File: src/caret_color_code_parser_defines.svh
// ----------------------------------------------------------------------------
// caret color code parser assertion macros
// shared assertion wrappers, empty when SYNTHESIS is defined
// ----------------------------------------------------------------------------
`ifndef CARET_COLOR_CODE_PARSER_DEFINES_SVH
`define CARET_COLOR_CODE_PARSER_DEFINES_SVH

`ifndef SYNTHESIS

// checked property, off during reset
`define CCP_ASSERT(label, clk, rst, prop, msg) \
  label: assert property (@(posedge clk) disable iff (rst) prop) else $error(msg);

// checked property, also during reset
`define CCP_ASSERT_ALWAYS(label, clk, prop, msg) \
  label: assert property (@(posedge clk) prop) else $error(msg);

`else

`define CCP_ASSERT(label, clk, rst, prop, msg)
`define CCP_ASSERT_ALWAYS(label, clk, prop, msg)

`endif

`endif

File: src/ccp_pkg.sv
// ----------------------------------------------------------------------------
// ccp_pkg
// types, constants and palette shared by the caret color code parser
// ----------------------------------------------------------------------------
`default_nettype none

package ccp_pkg;

  localparam int CHAR_W  = 16;
  localparam int COLOR_W = 24;
  localparam int HELD_W  = 8;
  localparam int HELD_N  = 7;
  localparam int CNT_W   = 3;

  localparam logic [CHAR_W-1:0] CARET  = 16'h005E;
  localparam logic [CHAR_W-1:0] LOWER_X = 16'h0078;
  localparam logic [CHAR_W-1:0] UPPER_X = 16'h0058;

  typedef enum logic [1:0] {
    ST_IDLE,
    ST_FLUSH_FAIL,
    ST_RETRY,
    ST_FLUSH_END
  } ccp_state_t;

  // controller to datapath
  typedef struct packed {
    logic             latch;
    logic             use_input;
    logic             consume;
    logic             final_flag;
    logic             emit_held;
    logic             emit_empty;
    logic             clear_held;
    logic             restart;
    logic [CNT_W-1:0] held_idx;
  } ccp_cmd_t;

  // datapath to controller
  typedef struct packed {
    logic [CNT_W-1:0] held_count;
    logic [CNT_W-1:0] next_count;
    logic             fail;
    logic             emits_char;
    logic             out_free;
    logic             last_q;
  } ccp_status_t;

  function automatic logic [COLOR_W-1:0] palette(input logic [3:0] d);
    logic [COLOR_W-1:0] c;
    unique case (d)
      4'd0:    c = 24'h000000;
      4'd1:    c = 24'hFF0000;
      4'd2:    c = 24'h00FF00;
      4'd3:    c = 24'h0000FF;
      4'd4:    c = 24'hFFFF00;
      4'd5:    c = 24'hFF00FF;
      4'd6:    c = 24'h00FFFF;
      4'd7:    c = 24'hFFFFFF;
      4'd8:    c = 24'hB3B3B3;
      4'd9:    c = 24'h666666;
      default: c = 24'h000000;
    endcase
    return c;
  endfunction

endpackage

`default_nettype wire

File: src/ccp_datapath.sv
// ----------------------------------------------------------------------------
// ccp_datapath
// color state, held escape characters, escape decode and output register
// ----------------------------------------------------------------------------
`default_nettype none

module ccp_datapath import ccp_pkg::*; (
  input  wire logic               clk,
  input  wire logic               rst,
  input  wire logic [CHAR_W-1:0]  text_char,
  input  wire logic               end_of_text,
  input  wire logic               cfg_valid,
  input  wire logic [COLOR_W-1:0] default_color,
  input  wire ccp_cmd_t           cmd,
  output ccp_status_t             st,
  output logic                    out_valid,
  input  wire logic               out_stall,
  output logic [CHAR_W-1:0]       out_char,
  output logic [COLOR_W-1:0]      char_color,
  output logic                    run_start,
  output logic                    char_present,
  output logic                    final_item
);

  logic [COLOR_W-1:0] dflt_color;
  logic [COLOR_W-1:0] cur_color;
  logic [CNT_W-1:0]   held_count;
  logic [HELD_W-1:0]  held [HELD_N];
  logic [COLOR_W-1:0] hex_acc;
  logic               next_run;
  logic               in_text;
  logic [CHAR_W-1:0]  char_q;
  logic               last_q;

  logic [CHAR_W-1:0]  sel_char;
  logic               is_digit;
  logic               is_x;
  logic               hex_ok;
  logic [3:0]         hex_val;
  logic [COLOR_W-1:0] hex_shift;

  logic [COLOR_W-1:0] color_next;
  logic [CNT_W-1:0]   count_next;
  logic [COLOR_W-1:0] hex_next;
  logic               run_next;
  logic               held_wr;
  logic               fail;
  logic               emits;
  logic               out_load;

  assign sel_char  = cmd.use_input ? text_char : char_q;
  assign is_digit  = (sel_char >= 16'h0030) && (sel_char <= 16'h0039);
  assign is_x      = (sel_char == LOWER_X) || (sel_char == UPPER_X);
  assign hex_shift = {hex_acc[COLOR_W-5:0], hex_val};

  always_comb begin
    hex_ok  = 1'b1;
    hex_val = 4'd0;
    if (is_digit) begin
      hex_val = sel_char[3:0];
    end else if ((sel_char >= 16'h0061 && sel_char <= 16'h0066) ||
                 (sel_char >= 16'h0041 && sel_char <= 16'h0046)) begin
      // letters a-f and A-F share the low three bits: 1..6
      hex_val = 4'd9 + {1'b0, sel_char[2:0]};
    end else begin
      hex_ok = 1'b0;
    end
  end

  // one step of the escape parser on the selected character
  always_comb begin
    color_next = cur_color;
    count_next = held_count;
    hex_next   = hex_acc;
    run_next   = next_run;
    held_wr    = 1'b0;
    fail       = 1'b0;
    emits      = 1'b0;
    priority if (held_count == 3'd0) begin
      if (sel_char == CARET) begin
        held_wr    = 1'b1;
        count_next = 3'd1;
      end else begin
        emits    = 1'b1;
        run_next = 1'b0;
      end
    end else if (held_count == 3'd1) begin
      if (is_digit) begin
        color_next = palette(sel_char[3:0]);
        count_next = 3'd0;
        run_next   = 1'b1;
      end else if (is_x) begin
        held_wr    = 1'b1;
        count_next = 3'd2;
        hex_next   = '0;
      end else begin
        fail = 1'b1;
      end
    end else begin
      if (!hex_ok) begin
        fail = 1'b1;
      end else if (held_count == 3'd7) begin
        color_next = hex_shift;
        count_next = 3'd0;
        hex_next   = '0;
        run_next   = 1'b1;
      end else begin
        held_wr    = 1'b1;
        count_next = held_count + 3'd1;
        hex_next   = hex_shift;
      end
    end
  end

  assign out_load = cmd.emit_held || cmd.emit_empty || (cmd.consume && emits);

  always_ff @(posedge clk) begin
    if (rst) begin
      dflt_color <= '0;
      cur_color  <= '0;
      held_count <= '0;
      hex_acc    <= '0;
      next_run   <= 1'b1;
      in_text    <= 1'b0;
      out_valid  <= 1'b0;
    end else begin
      if (cmd.latch) begin
        in_text <= 1'b1;
      end
      if (cmd.consume) begin
        cur_color  <= color_next;
        held_count <= count_next;
        hex_acc    <= hex_next;
        next_run   <= run_next;
      end
      if (cmd.emit_held) begin
        next_run <= 1'b0;
      end
      if (cmd.clear_held) begin
        held_count <= '0;
        hex_acc    <= '0;
      end
      if (out_load) begin
        out_valid <= 1'b1;
      end else if (!out_stall) begin
        out_valid <= 1'b0;
      end
      // end of text: back to the start condition
      if (cmd.restart) begin
        cur_color  <= dflt_color;
        held_count <= '0;
        hex_acc    <= '0;
        next_run   <= 1'b1;
        in_text    <= 1'b0;
      end
      if (cfg_valid) begin
        dflt_color <= default_color;
        if (!in_text) begin
          cur_color <= default_color;
        end
      end
    end
  end

  always_ff @(posedge clk) begin
    if (cmd.latch) begin
      char_q <= text_char;
      last_q <= end_of_text;
    end
    if (cmd.consume && held_wr) begin
      held[held_count] <= sel_char[HELD_W-1:0];
    end
  end

  always_ff @(posedge clk) begin
    if (out_load) begin
      priority if (cmd.emit_empty) begin
        out_char     <= '0;
        char_color   <= '0;
        run_start    <= 1'b0;
        char_present <= 1'b0;
        final_item   <= 1'b1;
      end else if (cmd.emit_held) begin
        out_char     <= {{(CHAR_W-HELD_W){1'b0}}, held[cmd.held_idx]};
        char_color   <= cur_color;
        run_start    <= next_run;
        char_present <= 1'b1;
        final_item   <= cmd.final_flag;
      end else begin
        out_char     <= sel_char;
        char_color   <= cur_color;
        run_start    <= next_run;
        char_present <= 1'b1;
        final_item   <= cmd.final_flag;
      end
    end
  end

  assign st.held_count = held_count;
  assign st.next_count = count_next;
  assign st.fail       = fail;
  assign st.emits_char = emits;
  assign st.out_free   = !out_valid || !out_stall;
  assign st.last_q     = last_q;

endmodule

`default_nettype wire

File: src/ccp_controller.sv
// ----------------------------------------------------------------------------
// ccp_controller
// sequences one request: fast path, drain after a failed escape, end flush
// ----------------------------------------------------------------------------
`default_nettype none

`include "caret_color_code_parser_defines.svh"

module ccp_controller import ccp_pkg::*; (
  input  wire logic        clk,
  input  wire logic        rst,
  input  wire logic        in_valid,
  output logic             in_stall,
  input  wire logic        end_of_text,
  input  wire ccp_status_t st,
  output ccp_cmd_t         cmd
);

  ccp_state_t       state;
  ccp_state_t       state_next;
  logic [CNT_W-1:0] idx;
  logic [CNT_W-1:0] idx_next;
  logic             idx_last;

  assign idx_last = (idx + 3'd1) == st.held_count;

  always_ff @(posedge clk) begin
    if (rst) begin
      state <= ST_IDLE;
      idx   <= '0;
    end else begin
      state <= state_next;
      idx   <= idx_next;
    end
  end

  always_comb begin
    state_next   = state;
    idx_next     = idx;
    cmd          = '0;
    cmd.held_idx = idx;
    in_stall     = 1'b1;
    unique case (state)
      ST_IDLE: begin
        cmd.use_input = 1'b1;
        in_stall      = !st.out_free;
        if (in_valid && st.out_free) begin
          cmd.latch = 1'b1;
          idx_next  = '0;
          if (st.fail) begin
            state_next = ST_FLUSH_FAIL;
          end else if (end_of_text) begin
            state_next = ST_RETRY;
          end else begin
            cmd.consume = 1'b1;
          end
        end
      end
      ST_FLUSH_FAIL: begin
        // held characters go out as text, more output always follows
        if (st.out_free) begin
          cmd.emit_held = 1'b1;
          if (idx_last) begin
            cmd.clear_held = 1'b1;
            state_next     = ST_RETRY;
          end else begin
            idx_next = idx + 3'd1;
          end
        end
      end
      ST_RETRY: begin
        if (st.out_free) begin
          cmd.consume    = 1'b1;
          cmd.final_flag = st.last_q;
          idx_next       = '0;
          if (!st.last_q) begin
            state_next = ST_IDLE;
          end else if (st.emits_char) begin
            cmd.restart = 1'b1;
            state_next  = ST_IDLE;
          end else if (st.next_count == 3'd0) begin
            cmd.emit_empty = 1'b1;
            cmd.restart    = 1'b1;
            state_next     = ST_IDLE;
          end else begin
            state_next = ST_FLUSH_END;
          end
        end
      end
      ST_FLUSH_END: begin
        if (st.out_free) begin
          cmd.emit_held  = 1'b1;
          cmd.final_flag = idx_last;
          if (idx_last) begin
            cmd.restart = 1'b1;
            state_next  = ST_IDLE;
          end else begin
            idx_next = idx + 3'd1;
          end
        end
      end
      default: begin
        state_next = ST_IDLE;
      end
    endcase
  end

  `CCP_ASSERT(a_fail_has_held, clk, rst, (state == ST_FLUSH_FAIL) |-> (st.held_count != 3'd0), "drain after failed escape with nothing held")
  `CCP_ASSERT(a_idx_in_range, clk, rst, ((state == ST_FLUSH_FAIL) || (state == ST_FLUSH_END)) |-> (idx < st.held_count), "flush index past held characters")
  `CCP_ASSERT(a_load_when_free, clk, rst, (cmd.emit_held || cmd.emit_empty || (cmd.consume && st.emits_char)) |-> st.out_free, "output register loaded while occupied")

endmodule

`default_nettype wire

File: src/caret_color_code_parser.sv
// ----------------------------------------------------------------------------
// caret_color_code_parser
// tags each plain character of a text with its caret-code color
// ----------------------------------------------------------------------------
// channel  direction  handshake             payload
// in       input      in_valid / in_stall   text_char, end_of_text
// out      output     out_valid / out_stall out_char, char_color, run_start,
//                                           char_present, final_item
// cfg      input      cfg_valid / cfg_ready default_color
//
// a plain character or an escape character is consumed straight from ST_IDLE
// a failed escape sends each held character out from ST_FLUSH_FAIL, then retries the character in ST_RETRY
// end of text goes through ST_RETRY, then ST_FLUSH_END for each character still held
// every output request goes through one output register; out_stall holds it
// rst is synchronous; no clearing pass, held characters need no reset
// ----------------------------------------------------------------------------
`default_nettype none

module caret_color_code_parser import ccp_pkg::*; (
  input  wire logic               clk,
  input  wire logic               rst,
  input  wire logic               in_valid,
  output logic                    in_stall,
  input  wire logic [CHAR_W-1:0]  text_char,
  input  wire logic               end_of_text,
  output logic                    out_valid,
  input  wire logic               out_stall,
  output logic [CHAR_W-1:0]       out_char,
  output logic [COLOR_W-1:0]      char_color,
  output logic                    run_start,
  output logic                    char_present,
  output logic                    final_item,
  input  wire logic               cfg_valid,
  output logic                    cfg_ready,
  input  wire logic [COLOR_W-1:0] default_color
);

  ccp_cmd_t    cmd;
  ccp_status_t st;

  assign cfg_ready = 1'b1;

  ccp_controller u_ctrl (
    .clk         (clk),
    .rst         (rst),
    .in_valid    (in_valid),
    .in_stall    (in_stall),
    .end_of_text (end_of_text),
    .st          (st),
    .cmd         (cmd)
  );

  ccp_datapath u_dp (
    .clk           (clk),
    .rst           (rst),
    .text_char     (text_char),
    .end_of_text   (end_of_text),
    .cfg_valid     (cfg_valid),
    .default_color (default_color),
    .cmd           (cmd),
    .st            (st),
    .out_valid     (out_valid),
    .out_stall     (out_stall),
    .out_char      (out_char),
    .char_color    (char_color),
    .run_start     (run_start),
    .char_present  (char_present),
    .final_item    (final_item)
  );

endmodule

`default_nettype wire

File: config.mk
export PLATFORM = sky130hd
export DESIGN_NAME = caret_color_code_parser
export DESIGN_NICKNAME = d
export VERILOG_FILES = /design/src/ccp_pkg.sv /design/src/ccp_datapath.sv /design/src/ccp_controller.sv /design/src/caret_color_code_parser.sv
export VERILOG_INCLUDE_DIRS = /design/src /design/src/src
export SDC_FILE = /design/constraint.sdc
export NUM_CORES = 1
export LEC_CHECK = 0
export CAP_MARGIN = 20
export CORE_MARGIN = 4
export CORE_UTILIZATION = 25
export DETAILED_ROUTE_END_ITERATION = 16
export DONT_BUFFER_PORTS = 1
export SYNTH_ARGS = -nofsm -noshare
export SYNTH_HDL_FRONTEND = slang
export SYNTH_HIERARCHICAL = 1
export SYNTH_SLANG_ARGS = --single-unit
File: constraint.sdc
create_clock -name clk -period 6.8 [get_ports clk]
set_clock_uncertainty 0.05 [all_clocks]
set_input_delay 1.02 -clock clk [delete_from_list [all_inputs] [get_ports clk]]
set_output_delay 1.02 -clock clk [all_outputs]
set_load 0.005 [all_outputs]
After elaboration in Yosys (flattened, before gate mapping)
Memory sizes are Yosys's and may differ from the RTL's. A register that Yosys moved wholly into a read port is not among the register bits.
Cells that the tools add are included.
{"block": "classes", "addsub": 3, "eq_ne": 23, "multipliers": 0, "n_reduce_logical": 29, "order_cmp": 6, "div_mod_pow": 0, "muxes": 97, "bitwise_logic": 1, "shift": 0}
{"op": "24-bit 2-to-1 mux", "n": 9}
{"op": "20-bit 2-to-1 mux", "n": 5}
{"op": "16-bit by 7-bit equality test with 1-bit output, second input constant", "n": 3}
{"op": "1-bit 2-to-1 mux", "n": 46}
{"op": "3-bit 2-to-1 mux", "n": 13}
{"op": "16-bit by 7-bit >= comparator with 1-bit output, second input constant", "n": 2}
{"op": "16-bit by 7-bit <= comparator with 1-bit output, second input constant", "n": 2}
{"op": "2-bit 2-to-1 mux", "n": 14}
{"op": "2-bit by 1-bit != test with 1-bit output, second input constant", "n": 9}
{"op": "16-bit by 6-bit >= comparator with 1-bit output, second input constant", "n": 1}
{"op": "16-bit by 6-bit <= comparator with 1-bit output, second input constant", "n": 1}
{"op": "16-bit 2-to-1 mux", "n": 1}
{"op": "5-bit AND reduction", "n": 2}
{"op": "3-bit case mux with 3 select lines", "n": 1}
{"op": "4-bit 2-to-1 mux", "n": 2}
{"op": "8-bit 2-to-1 mux", "n": 1}
{"op": "1-bit case mux with 2 select lines", "n": 4}
{"op": "2-bit case mux with 4 select lines", "n": 1}
{"op": "4-bit nonzero test", "n": 2}
{"op": "7-bit AND reduction", "n": 1}
{"op": "3-bit by 1-bit adder with 3-bit output, second input constant", "n": 2}
{"op": "1-bit logical AND", "n": 6}
{"op": "3-bit zero test", "n": 2}
{"op": "3-bit by 2-bit != test with 1-bit output, second input constant", "n": 2}
{"op": "16 further kinds", "n": 27}
{"block": "word_totals", "reg_bits": 139, "n_memories": 2, "ramBits": 56, "rom_bits": 384, "latchBits": 0, "in_bits": 46}
{"name": "(no name shown)", "words": 16, "word_bits": 24, "rd": 1, "rd_ports_with_merged_regs": 0, "wr": 0, "line_no": "ccp_pkg.sv:51", "text": "unique case (d)"}
{"name": "u_dp.held", "words": 7, "word_bits": 8, "rd": 1, "rd_ports_with_merged_regs": 1, "wr": 1, "line_no": "ccp_datapath.sv:28", "text": "logic [HELD_W-1:0] held [HELD_N];"}

Longest topological paths before layout
Gate-level depths: netlist of run 1.
{"block": "logic_depth", "ltp_word": 23, "depth_mapped": 25, "depth_no_buf": 22}

Cells and area by module
The synthesis of run 1 kept the hierarchy.
{"mod": "ccp_datapath", "cells_each": 699, "area_each_um2": 8393.0, "instances": 1, "seq_area_each_um2": 4964.8}
{"mod": "ccp_controller", "cells_each": 59, "area_each_um2": 471.7, "instances": 1, "seq_area_each_um2": 100.1}
{"mod": "caret_color_code_parser", "cells_each": 2, "area_each_um2": 11.3, "instances": 1, "seq_area_each_um2": 0.0}

Worst setup path before layout of run 1
Ideal clock, no wire load.
{"block": "synth_path", "path_kind": "flip-flop to flip-flop", "from": "reg u_ctrl.state[1]", "to": "reg u_dp.char_color[0] (enable)", "required_time_ns": 6.349, "arrival_time_ns": 5.078, "stages_incl_launch_ff": 22, "setup_time_ns": 0.401, "path_slack_ns": 1.271, "synth_period_minus_slack_ns": 5.529, "path_cell_list": "dfxtp_1 -> clkbuf_1 -> nor2_1 -> buf_6 -> buf_2 -> o21ai_0 -> inv_1 -> ha_1 -> nor2_1 -> o21ai_1 -> o21ai_2 -> o21ai_2 -> nand2_2 -> or4_1 -> nand3_1 -> a21boi_1 -> nor3_1 -> nor3b_1 -> clkbuf_1 -> clkbuf_1 -> nor2_1 -> nand2_1"}
{"item": "start: declaration", "line_no": "ccp_controller.sv:19", "text": "ccp_state_t state;"}
{"item": "start signal: assignment", "line_no": "ccp_controller.sv:32", "text": "state <= state_next;"}
{"item": "end signal: assignment", "line_no": "ccp_datapath.sv:185", "text": "char_color <= cur_color;"}
{"item": "end signal: assignment", "line_no": "ccp_datapath.sv:191", "text": "char_color <= cur_color;"}
{"item": "end: declaration", "line_no": "ccp_datapath.sv:19", "text": "output logic [COLOR_W-1:0] char_color,"}

==> impl_metrics.csv, run 1 <==
group,metric,value,unit
setup_path,slowest_delay,0.75,ns
yosys,synth_area_leader_cell,"edfxtp_1",
drt,vias,5728,
floorplanning,dieArea,38600,um^2
drt,dr.pass1.iters,5,
final_layout,final_util,28.4,%
cts,cts_made_buffers,17,
final_layout,nets,793,
timing,maxSlewHeadroom,33.0,%
power_and_ir_drop,p_comb_share,30.0,%
floorplanning,io_pins,92,
cts,cts_hold_buf,0,
yosys,netlist_area,8880,um^2
final_layout,instances_no_fill,1206,
setup_path,r2r_setup_slack,1.29,ns
power_and_ir_drop,p_int,2.59,mW
drt,wl_per_cell,18.6,um
setup_path,r2r_start,"u_ctrl/state[0]",
global_route,grt_max_degree,55,
yosys,synth_commonest_cells,"116 x edfxtp_1, 79 x dfxtp_1, 71 x nor2_1",
drt,drt_iter0_markers,455,
drt,ant_nets,0,
placed_design,place_congestion,0.816,
yosys,synth_edf_count,116,
yosys,netlist.area_leader.share,39.2,%
cts,clkTransAtPathRegs,0.08,ns
timing,rsz0062_at_grt,"false",
power_and_ir_drop,clkPwrFrac,25.1,%
power_and_ir_drop,peakVddDrop,0.183,mV
timing,drv_slew,0,
yosys,yosys-top-cells-area,"edfxtp_1 39%, dfxtp_1 18%, mux2i_1 5.9%, nor2_1 3.0%, nand2_1 2.6%",
setup_path,end_kind,"flop",
floorplanning,core_area,34800,um^2
timing,finalHoldViolCount,0,
setup_path,crit_type,"reg2reg",
power_and_ir_drop,powerDensity,412,nW/um^2
global_route,gr-total-overflow,0,
hold_path,hp-class,"reg2reg",
placed_design,placed_cells,1172,
yosys,synthArstFlopShare,0,%
power_and_ir_drop,sw_frac_of_total,36.3,%
final_layout,insertedDiodeCount,0,
setup_path,r2r_cells,20,
floorplanning,rows,68,
cts,clkSinkCount,195,
timing,setup_tns,0,ns
yosys,ys_types,79,
cts,insertion_delay,0.45,ns
yosys,yosysMostFrequentCell,"edfxtp_1",
drt,wirelength,22500,um
placed_design,port_buffers,0,
floorplanning,die_w,196,um
yosys,syn_avg_cell_area,11.7,um^2
final_layout,area_growth,11.2,%
setup_path,critPathMaxFanout,32,
global_route,grt_pass1_wl,34500,um
timing,setup_violations,0,
timing,period_share,81.0,%
power_and_ir_drop,switching_power,1.47,mW
yosys,ys.flop_type,"edfxtp_1",
setup_path,slowest_stage,"nor2_4",
cts,cts_tree,"done",
global_route,grt_pass1_vias,5769,
yosys,synth_seq_area_share,57.1,%
cts,cts_resized,0,
timing,worst_pin_slew,1.00,ns
cts,clock_path_buffers,2,
setup_path,crit_required,7.06,ns
yosys,yosysWarnings,6,
job,drv_cap,0,
yosys,syn_inst,760,
yosys,syn_nets,815,
hold_path,min-delay-start,"u_dp/dflt_color[11]",
global_route,grt_use_total,11.5,%
power_and_ir_drop,p_leak,3.42,nW
floorplanning,start_util,25.5,%
timing,min_period,5.51,ns
final_layout,drive_gt1_share,12.9,%
run_status,status,"completed",
timing,fmax,181,MHz
setup_path,reg2reg_to,"u_dp/cur_color[18]",
drt,post-route-drc-count,0,
setup_path,crit_path_start_kind,"flop",
global_route,grt_antenna_before_repair,0,
floorplanning,dieHeight,196,um
power_and_ir_drop,p_seq_share,44.9,%
hold_path,hold_end,"u_dp/dflt_color[11]",
cts,post_cts_buffers,0,
drt,vias_per_cell,4.75,
yosys,synth-seq-cells,195,
setup_path,crit_chain,"nor2_4, nand2_1, o21ai_0, buf_4, inv_1, ha_1, nand3b_1, mux2i_1, o21ai_2, nand2_2, or4_1, nand3_1, a21boi_1, nor3_1, nor2_1, o21ai_2, inv_1, nand2_1, a21oi_1, a31oi_1",
placed_design,hpwl,15800,um
cts,root_buffer,"clkbuf_16",
cts,cts.htree.levels,4,
hold_path,whs_path_depth,2,
setup_path,cp.arrival,5.77,ns
[metrics by stage]
step                setup WS, ns  power (mW)  cell area [um^2]  hold slack, ns
finish                      1.29        4.07              9870           0.439
CTS                         1.24        4.12              9850           0.442
floorplan                   1.27        2.73              8880           0.391
detailed placement          1.27        3.09              9250           0.424
global placement            1.40        3.06              9250           0.415
global route               0.632        4.31              9870           0.459
[power by group through the flow]
stage	Sequential [mW]	Combinational [mW]	Clock [mW]
2_1_floorplan	1.77	0.960	0
3_3_place_gp	1.86	1.20	0
3_5_place_dp	1.87	1.22	0
4_1_cts	1.84	1.23	1.05
5_1_grt	1.86	1.35	1.10
6_report	1.82	1.22	1.02
[worst max-delay path, delay by kind of cell, from the launching register on]
kind / cells / cell delay [ns]
AOI/OAI and AO/OA: 6 / 1.20
adders and majority gates: 1 / 0.27
buffers and inverters: 3 / 0.88
DFF: 1 / 0.46
muxes: 1 / 0.12
and+or+nand+nor: 9 / 2.37
[sequential cells by signal, summed over array words and instances, names as in the netlist, 2 cells and up]
name and flops:
u_ctrl/state 2, u_dp/dflt_color 24, u_dp/cur_color 24, u_dp/hex_acc 20
u_dp/out_char 16, u_dp/held 56, u_dp/held_count 3, u_dp/char_color 24
u_dp/char_q 16, u_ctrl/idx 3
[kinds of logic (layout without fill, tap and decap cells)]
group	after synthesis	after routing	share of synthesized area, %
adders and majority gates	9	9	1.27
buffers and inverters	67	58	3.76
and+or+nand+nor	242	242	13.8
other	1	1	0.0422
muxes	67	67	8.91
xor gates and xnor gates	5	5	0.733
AOI/OAI and AO/OA	174	174	14.4
DFF	195	195	57.1
[layout by cell type, fill, tap and decap left out, types with 14 or more instances in the layout]
master     instances
nor2_1            70
or3_1             17
a22o_1            20
dfxtp_1           79
a21oi_1           17
nor2b_1           29
o21ai_0           42
nand2_1           60
inv_1             14
edfxtp_1         116
a211oi_1          19
mux2i_1           52
clkbuf_16         17
[layout make-up]
| type | instances | area [um^2] |
|---|---|---|
| clock inverter | 14 | 161 |
| clock buffer | 18 | 439 |
| timing repair buffer | 9 | 75.1 |
| multi-input combinational | 498 | 3500 |
| tap | 455 | 569 |
| sequential | 195 | 5060 |
| fill | 3500 | 24900 |
| inverter | 17 | 63.8 |
[how the worst max path moves through the flow]
stage	start	cells after the start	end
final	u_ctrl/state[0]	20	u_dp/cur_color[18]
after global routing	u_ctrl/state[0]	20	u_dp/cur_color[20]
after CTS	u_ctrl/state[0]	20	u_dp/cur_color[18]
after detailed placement	u_ctrl/state[0]	20	u_dp/cur_color[18]
after global placement	u_ctrl/state[0]	20	u_dp/cur_color[23]
after floorplan	u_ctrl/state[1]	21	u_dp/char_color[0]
[metal layers]
| metal | up-vias | track usage, % | wire length [um] |
|---|---|---|---|
| met3 | 24 | 3.88 | 1440 |
| li1 | 2779 | - | - |
| met1 | 2809 | 14.2 | 9720 |
| met4 | 0 | 3.70 | 344 |
| met5 | - | 0 | 0 |
| met2 | 116 | 19.2 | 11000 |
(Power assumes the default switching activity.)
==> run 2: changes to the inputs <==
==> constraint.sdc (replaced) <==
create_clock -name clk -period 5.1 [get_ports clk]
set_clock_uncertainty 0.05 [all_clocks]
set_input_delay 0.765 -clock clk [delete_from_list [all_inputs] [get_ports clk]]
set_output_delay 0.765 -clock clk [all_outputs]
set_load 0.005 [all_outputs]
==> run 2 against run 1 <==
Effect of this change: non-clock buffer count rose by 20; highest routed layer unchanged; critical path depth is the same; largest cell class unchanged; sequential power grew 34%; worst setup slack worse by 0.81 ns; wire length rose by 2.1%; clock power grew 34%; clock-buffer cell count increased by 2; register-to-register slack got worse by 0.81 ns; largest power group unchanged.
==> impl_metrics.csv, run 2 (synthesis results as in run 1) <==
group,metric,value,unit
timing,setup_tns,0,ns
setup_path,slowest_delay,0.57,ns
timing,maxSlewHeadroom,34.9,%
drt,wl_per_cell,18.7,um
timing,min_period,4.62,ns
global_route,grt_use_total,11.9,%
global_route,grt_pass1_vias,5880,
floorplanning,io_pins,92,
placed_design,port_buffers,0,
timing,drv_slew,0,
final_layout,layout_commonest_cell,"edfxtp_1",
hold_path,hp-class,"in2reg",
power_and_ir_drop,p_seq_share,44.3,%
cts,cts_hold_buf,0,
final_layout,mostFrequentLayoutCells,"116 x edfxtp_1, 78 x dfxtp_1, 70 x nor2_1",
timing,setup_violations,0,
timing,setup_ws,0.482,ns
setup_path,r2r_cells,20,
floorplanning,die_w,196,um
drt,post-route-drc-count,0,
cts,clkSinkCount,195,
setup_path,critPathBufInv,4,
cts,cts_made_buffers,17,
power_and_ir_drop,powerDensity,549,nW/um^2
drt,drt_iter0_markers,430,
setup_path,r2r_start,"u_ctrl/state[1]",
final_layout,regMostFlops,"u_dp/held",
final_layout,drive_gt1_share,14.8,%
setup_path,crit_type,"reg2reg",
global_route,grt_max_degree,55,
power_and_ir_drop,p_leak,3.50,nW
global_route,grt_pass1_wl,35500,um
power_and_ir_drop,clkPwrFrac,24.9,%
setup_path,crit_path_start_kind,"flop",
setup_path,cp.depth,20,
final_layout,nets,813,
drt,vias,5841,
drt,dr.pass1.iters,4,
placed_design,hpwl,16400,um
floorplanning,core_area,34800,um^2
final_layout,insertedDiodeCount,0,
setup_path,r2r_setup_slack,0.48,ns
drt,wirelength,22900,um
final_layout,area_growth,12.7,%
setup_path,slowest_stage,"dfxtp_1",
setup_path,critPathMaxFanout,27,
setup_path,crit_required,5.42,ns
setup_path,cp-endpoint,"u_dp/cur_color[5]",
cts,cts.htree.levels,4,
final_layout,largest_reg_flops,56,
power_and_ir_drop,p_comb_share,30.7,%
cts,root_buffer,"clkbuf_16",
floorplanning,start_util,25.5,%
setup_path,crit_chain,"nor2_4, buf_4, buf_4, or4_4, o22ai_4, and2_4, and4_4, a22oi_1, nand2_1, nand3_1, a21boi_1, nor3_1, nor2_1, o21ai_2, inv_1, buf_4, nand2_1, nor3_1, a211o_1, a31oi_1",
drt,vias_per_cell,4.76,
timing,timing.hold.ws,0.338,ns
cts,clock_path_buffers,2,
global_route,grt_antenna_before_repair,0,
timing,finalHoldViolCount,0,
power_and_ir_drop,sw_frac_of_total,35.0,%
setup_path,cp.arrival,4.93,ns
floorplanning,dieArea,38600,um^2
cts,cts_tree,"done",
run_status,status,"completed",
power_and_ir_drop,p_int,3.57,mW
setup_path,reg2reg_to,"u_dp/cur_color[5]",
floorplanning,dieHeight,196,um
cts,insertion_delay,0.44,ns
timing,rsz0062_at_grt,"false",
timing,period_share,90.5,%
timing,worst_pin_slew,0.976,ns
cts,clkTransAtPathRegs,0.07,ns
global_route,gr-total-overflow,0,
setup_path,end_kind,"flop",
power_and_ir_drop,switching_power,1.93,mW
timing,fmax,217,MHz
placed_design,place_congestion,0.843,
setup_path,crit_top_cell,"buf_4",
floorplanning,rows,68,
job,drv_cap,0,
setup_path,crit_family,"simple AND/OR/NAND/NOR gates",
drt,ant_nets,0,
power_and_ir_drop,peakVddDrop,0.251,mV
final_layout,fill_cells,3502,
placed_design,dp_slack,0.375,ns
setup_path,worstSetupStartpoint,"u_ctrl/state[1]",
run 2: cell count changes in the layout (fill, tap and decap cells not counted), sizes merged:
cell	delta
buf	+20
inv	-5
bufinv	+2
clkbuf	+2
clkinvlp	+2
clkinv	-1
run 2: layout make-up:
type | count | area, um^2 | area share (%)
flip-flops and latches | 195 | 5070 | 50.6
repair buffers | 29 | 218 | 2.18
inverters | 17 | 63.8 | 0.638
multi-input cells | 498 | 3500 | 35.0
clock inverters | 12 | 154 | 1.54
clock buffers | 20 | 437 | 4.36
well taps | 455 | 569 | 5.69
run 2: per-stage QoR:
stage / power, mW / instances / cell area [um^2] / utilization [%]
global route: 5.83 / 1226 / 10000 / 28.8
global placement: 4.14 / 1190 / 9380 / 27.0
finish: 5.50 / 1226 / 10000 / 28.8
detailed placement: 4.16 / 1191 / 9390 / 27.0
floorplan: 3.63 / 760 / 8880 / -
CTS: 5.55 / 1223 / 9980 / 28.7
run 2: power groups by stage:
stage                     clock network, mW  registers [mW]  logic, mW
after floorplan                           0            2.35       1.28
after global placement                    0            2.49       1.64
after detailed placement                  0            2.49       1.67
after CTS                              1.41            2.46       1.68
after global routing                   1.47            2.48       1.88
final                                  1.37            2.44       1.69
run 2: worst min-delay path by stage:
stage	startpoint	to	slack, ns	cells after the start
3_5_place_dp	u_dp/hex_acc[16]	u_dp/hex_acc[16]	0.42	1
4_1_cts	rst	u_ctrl/idx[1]	0.33	1
3_3_place_gp	u_dp/dflt_color[1]	u_dp/dflt_color[1]	0.42	2
5_1_grt	rst	u_ctrl/idx[1]	0.31	1
6_report	rst	u_ctrl/idx[1]	0.34	1
2_1_floorplan	u_dp/cur_color[10]	u_dp/cur_color[10]	0.39	2
run 2: metal layers:
metal	GRT usage (%)	routed length [um]	part of all wire [%]	vias up
met2	19.1	10900	48	100
li1	-	-	-	2816
met5	0	0	0	-
met4	4.11	440	1.9	0
met3	4.05	1420	6.2	27
met1	15.0	10100	44	2898
run 2: what timing repair did:
item                                    in CTS  in global routing
setup buffers                                0                  3
endpoints found under the setup margin       0                  9
gates resized for setup                      0                  1
